$ cat src/plb_pkg.sv
// ----------------------------------------------------------------------------
// plb_pkg
// Shared constants and controller/datapath interface types for the page-mode
// bitmap blit.
// ----------------------------------------------------------------------------
package plb_pkg;

	localparam int HALF_COLUMNS = 64;
	localparam int PAGES        = 8;
	localparam int MAX_WIDTH    = 128;

	localparam int TOTAL_COLS   = 2 * HALF_COLUMNS;
	localparam int TOTAL_ROWS   = 8 * PAGES;
	localparam int MIRROR_DEPTH = 2 * PAGES * HALF_COLUMNS;

	localparam int COL_W   = $clog2(TOTAL_COLS);
	localparam int HCOL_W  = $clog2(HALF_COLUMNS);
	localparam int PAGE_W  = $clog2(PAGES);
	localparam int MIR_AW  = $clog2(MIRROR_DEPTH);
	localparam int PREV_AW = $clog2(MAX_WIDTH);

	localparam int IN_DATA_W  = 40;
	localparam int OUT_DATA_W = 24;

	localparam logic KIND_BEGIN = 1'b0;
	localparam logic KIND_BYTE  = 1'b1;

	// Commands from the controller to the datapath.
	typedef struct packed {
		logic latch;
		logic clr_wr;
		logic rd_first;
		logic rd_second;
		logic push_begin;
		logic push_first;
		logic push_second;
	} plb_cmd_t;

	// Status from the datapath to the controller.
	typedef struct packed {
		logic in_kind;
		logic active;
		logic trail;
		logic out_free;
		logic clr_done;
	} plb_stat_t;

endpackage

$ cat src/plb_ctrl.sv
// ----------------------------------------------------------------------------
// plb_ctrl
// Sequencer for the blit: mirror clearing pass, request dispatch and the
// read-modify-write steps for one or two display writes per bitmap byte.
// ----------------------------------------------------------------------------
module plb_ctrl (
	input  logic              clk,
	input  logic              arst_n,
	input  logic              s_tvalid,
	output logic              s_tready,
	input  plb_pkg::plb_stat_t stat,
	output plb_pkg::plb_cmd_t  cmd
);
	import plb_pkg::*;

	localparam logic [2:0] S_CLEAR = 3'd0;
	localparam logic [2:0] S_IDLE  = 3'd1;
	localparam logic [2:0] S_BEGIN = 3'd2;
	localparam logic [2:0] S_RD1   = 3'd3;
	localparam logic [2:0] S_WR1   = 3'd4;
	localparam logic [2:0] S_RD2   = 3'd5;
	localparam logic [2:0] S_WR2   = 3'd6;

	logic [2:0] state_q;
	logic [2:0] state_d;
	logic       accept;

	assign s_tready = (state_q == S_IDLE);
	assign accept   = s_tvalid && s_tready;

	always_comb begin
		state_d = state_q;
		cmd     = '0;
		case (state_q)
			S_CLEAR: begin
				cmd.clr_wr = 1'b1;
				if (stat.clr_done) begin
					state_d = S_IDLE;
				end
			end
			S_IDLE: begin
				if (accept) begin
					cmd.latch = 1'b1;
					if (stat.in_kind == KIND_BEGIN) begin
						state_d = S_BEGIN;
					end else if (stat.active) begin
						state_d = S_RD1;
					end
				end
			end
			S_BEGIN: begin
				if (stat.out_free) begin
					cmd.push_begin = 1'b1;
					state_d        = S_IDLE;
				end
			end
			S_RD1: begin
				cmd.rd_first = 1'b1;
				state_d      = S_WR1;
			end
			S_WR1: begin
				if (stat.out_free) begin
					cmd.push_first = 1'b1;
					state_d        = stat.trail ? S_RD2 : S_IDLE;
				end
			end
			S_RD2: begin
				cmd.rd_second = 1'b1;
				state_d       = S_WR2;
			end
			S_WR2: begin
				if (stat.out_free) begin
					cmd.push_second = 1'b1;
					state_d         = S_IDLE;
				end
			end
			default: begin
				state_d = S_IDLE;
			end
		endcase
	end

	always_ff @(posedge clk or negedge arst_n) begin
		if (!arst_n) begin
			state_q <= S_CLEAR;
		end else begin
			state_q <= state_d;
		end
	end

endmodule

$ cat config.mk
export PLATFORM = sky130hd
export DESIGN_NAME = plb_ctrl
export DESIGN_NICKNAME = d
export VERILOG_FILES = /design/src/plb_pkg.sv /design/src/plb_ctrl.sv
export SDC_FILE = /design/constraint.sdc
export NUM_CORES = 1
export LEC_CHECK = 0
export CAP_MARGIN = 5
export CORE_AREA = 2 2 39 41
export CTS_BUF_LIST = sky130_fd_sc_hd__clkbuf_16
export DETAILED_ROUTE_END_ITERATION = 8
export DIE_AREA = 0 0 41 43
export DONT_BUFFER_PORTS = 1
export PLACE_DENSITY_LB_ADDON = 0.05
export SLEW_MARGIN = 20
export SYNTH_ARGS = -nofsm -noshare
export SYNTH_HDL_FRONTEND = slang
export SYNTH_SLANG_ARGS = --single-unit
$ cat constraint.sdc
create_clock -name clk -period 2.87 [get_ports clk]
set_input_delay 0.861 -clock clk [delete_from_list [all_inputs] [get_ports clk]]
set_output_delay 0.861 -clock clk [all_outputs]
set_load 0.03 [all_outputs]
==> results.yml <==
outcome:
  outcome: "completed"
yosys:
  syn-num-nets: 40
  synth_area_per_cell_um2: 7.86
  synth_area_um2: 251
  synth_edf_count: 0
  synth_flop_cell: "dfrtp_1"
  synth-seq-area-share_pct: 29.9
  ys_seq_elements: 3
  synth.distinct_cells: 21
  synth_cells: 32
  yosys_warnings: 0
  async_reset_ff_share_pct: 100
setup_path:
  reg2reg_from: "state_q[2]"
  crit_required_ns: 2.01
  worstSetupEndpointType: "output pin"
  reg2regPathDepth: 2
  cpMaxStageDelayCell: "dfrtp_1"
  crit_fanout: 12
  rrSetupSlack_ns: 1.70
  cp.arrival_ns: 1.49
  crit_type: "register to output pin"
  cpPeakStageDelay_ns: 0.55
  reg2reg_to: "state_q[2]"
  path_cells: "nor3b_2 > buf_4 > and2_1"
  start_kind: "register"
grt:
  grt_start_max_net_pins: 13
  grt_first_pass_wirelength_mm: 1.03
  grt_pass1_vias: 254
  antenna_found_initial: 0
  grt_overflow_total: 0
  track_usage_pct: 9.15
final_layout:
  largest_register_ff_count: 3
  area_growth_pct: 41.8
  largestRegisters: "state_q x3"
  final_cell_mix: "nor2_1 (4), buf_4 (4), nand2_1 (3), clkbuf_16 (3), dfrtp_1 (3)"
  final_area_um2: 357
  max_flop_register: "state_q"
  num-nets-final: 46
  antenna-diode-count: 0
  nFillCells: 159
  drive_gt1_share_pct: 24.3
detailed_routing:
  drt-pass1-iter-count: 4
  drc_errors: 0
  drt_iter0_drc: 4
  ant_nets: 0
  routed_wirelength_um: 671
  vias: 239
  wl_per_cell_um: 12.7
  viasPerCell: 4.51
clocking:
  cts_resized: 0
  clk_latency_ns: 0.22
  cts_buffers: 3
  cts-root-buf: "clkbuf_16"
  clock_sinks: 3
  cts_tree: "built"
  post_cts_buffers: 0
  clock_path_buffers: 2
  path_clk_slew_ns: 0.03
  holdBufCountCts: 0
  htree_levels: 1
timing:
  tightest_slew_ns: 0.572
  fin_crit_ns: 2.36
  slew-limit-headroom_pct: 61.8
  finalSetupTns_ns: 0
  hold_viol: 0
  maxSlewViolCount: 0
  clock_skew_ns: 0.00109
  rsz0062_at_grt: "no"
  setup_viol: 0
  fmax_ghz: 0.425
  fin_crit_sh_pct: 82.1
worst_hold_path:
  hold_path.class: "input pin to async pin"
power:
  power_frac_seq_pct: 22.5
  pwr-share-clk_pct: 39.5
  p_switching_uw: 221
  irDropWorstVdd_mv: 0.467
  p_int_uw: 325
  swShare_pct: 40.4
  power_frac_comb_pct: 38.0
  power_density_mw_per_mm2: 1530
  leakage_nw: 0.170
floorplanning:
  fp.dieH_um: 43
  ios: 16
  dieArea_mm2: 0.00176
  die_x_um: 41
  core_mm2: 0.00138
  start_util_pct: 18.2
  rows: 14
place:
  place.gp.congestion: 0.687
  postPlaceCellArea_um2: 278
  portBuffers: 0
job:
  maxCapViolCount: 0
## cells by family after synthesis
kind of cell	after synthesis	share of synthesized area, %
AOI/OAI and AO/OA	6	14.4
buffers and inverters	3	9.45
DFF	3	29.8
and+or+nand+nor	20	46.3
## synth_stat cells (2+ instances only)
library cell,n,area (µm²)
nor2_1,4,15.0
nand2_1,3,11.3
nand2b_1,2,12.5
nor3_1,2,10.0
dfrtp_1,3,75.1
o21ai_1,2,10.0
nor2b_1,2,12.5
## final cells by class
| cell class | count | area, µm² | area share, % |
|---|---|---|---|
| Sequential cell | 3 | 75.1 | 21.1 |
| Multi-Input combinational cell | 26 | 153 | 42.8 |
| Timing Repair Buffer | 4 | 30.0 | 8.42 |
| Clock inverter | 1 | 3.75 | 1.05 |
| Clock buffer | 3 | 75.1 | 21.1 |
| Tap cell | 16 | 20.0 | 5.61 |
## metal layers
metal	global-route usage, %	routed length [µm]
met5	0	0
met2	11.3	309
met1	11.9	312
met3	3.14	50
met4	8.00	0
## worst max-delay path: cells and delay by family, from the launching register on
kind	cells	cell delay (ns)
simple gates	2	0.54
flops	1	0.55
buf+inv	1	0.18
## how the worst max path moves through the flow
stage	from	to	slack [ns]	cells past startpoint
floorplan	stat[1]	cmd[2]	0.45	2
global placement	stat[1]	cmd[0]	0.59	2
detailed placement	stat[1]	cmd[0]	0.59	2
CTS	state_q[0]	cmd[6]	0.50	3
global route	state_q[0]	cmd[6]	0.44	3
finish	state_q[0]	cmd[6]	0.51	3
## per-stage QoR
step           hold slack (ns)  std cells  power (mW)  setup WS, ns  utilization [%]
6_report                 0.336         53       0.546         0.515             25.8
3_3_place_gp             0.566         49       0.334         0.592             20.1
4_1_cts                  0.334         53       0.553         0.504             25.8
3_5_place_dp             0.565         49       0.334         0.589             20.1
5_1_grt                  0.331         53       0.579         0.436             25.8
2_1_floorplan            0.565         32       0.297         0.453                -
## power by group through the flow
stage	clock network, mW	logic [mW]	registers (mW)
2_1_floorplan	0	0.223	0.0736
3_3_place_gp	0	0.210	0.123
3_5_place_dp	0	0.211	0.123
4_1_cts	0.218	0.212	0.123
5_1_grt	0.222	0.226	0.131
6_report	0.216	0.208	0.123
No activity file was read; power rests on OpenSTA's default activity.
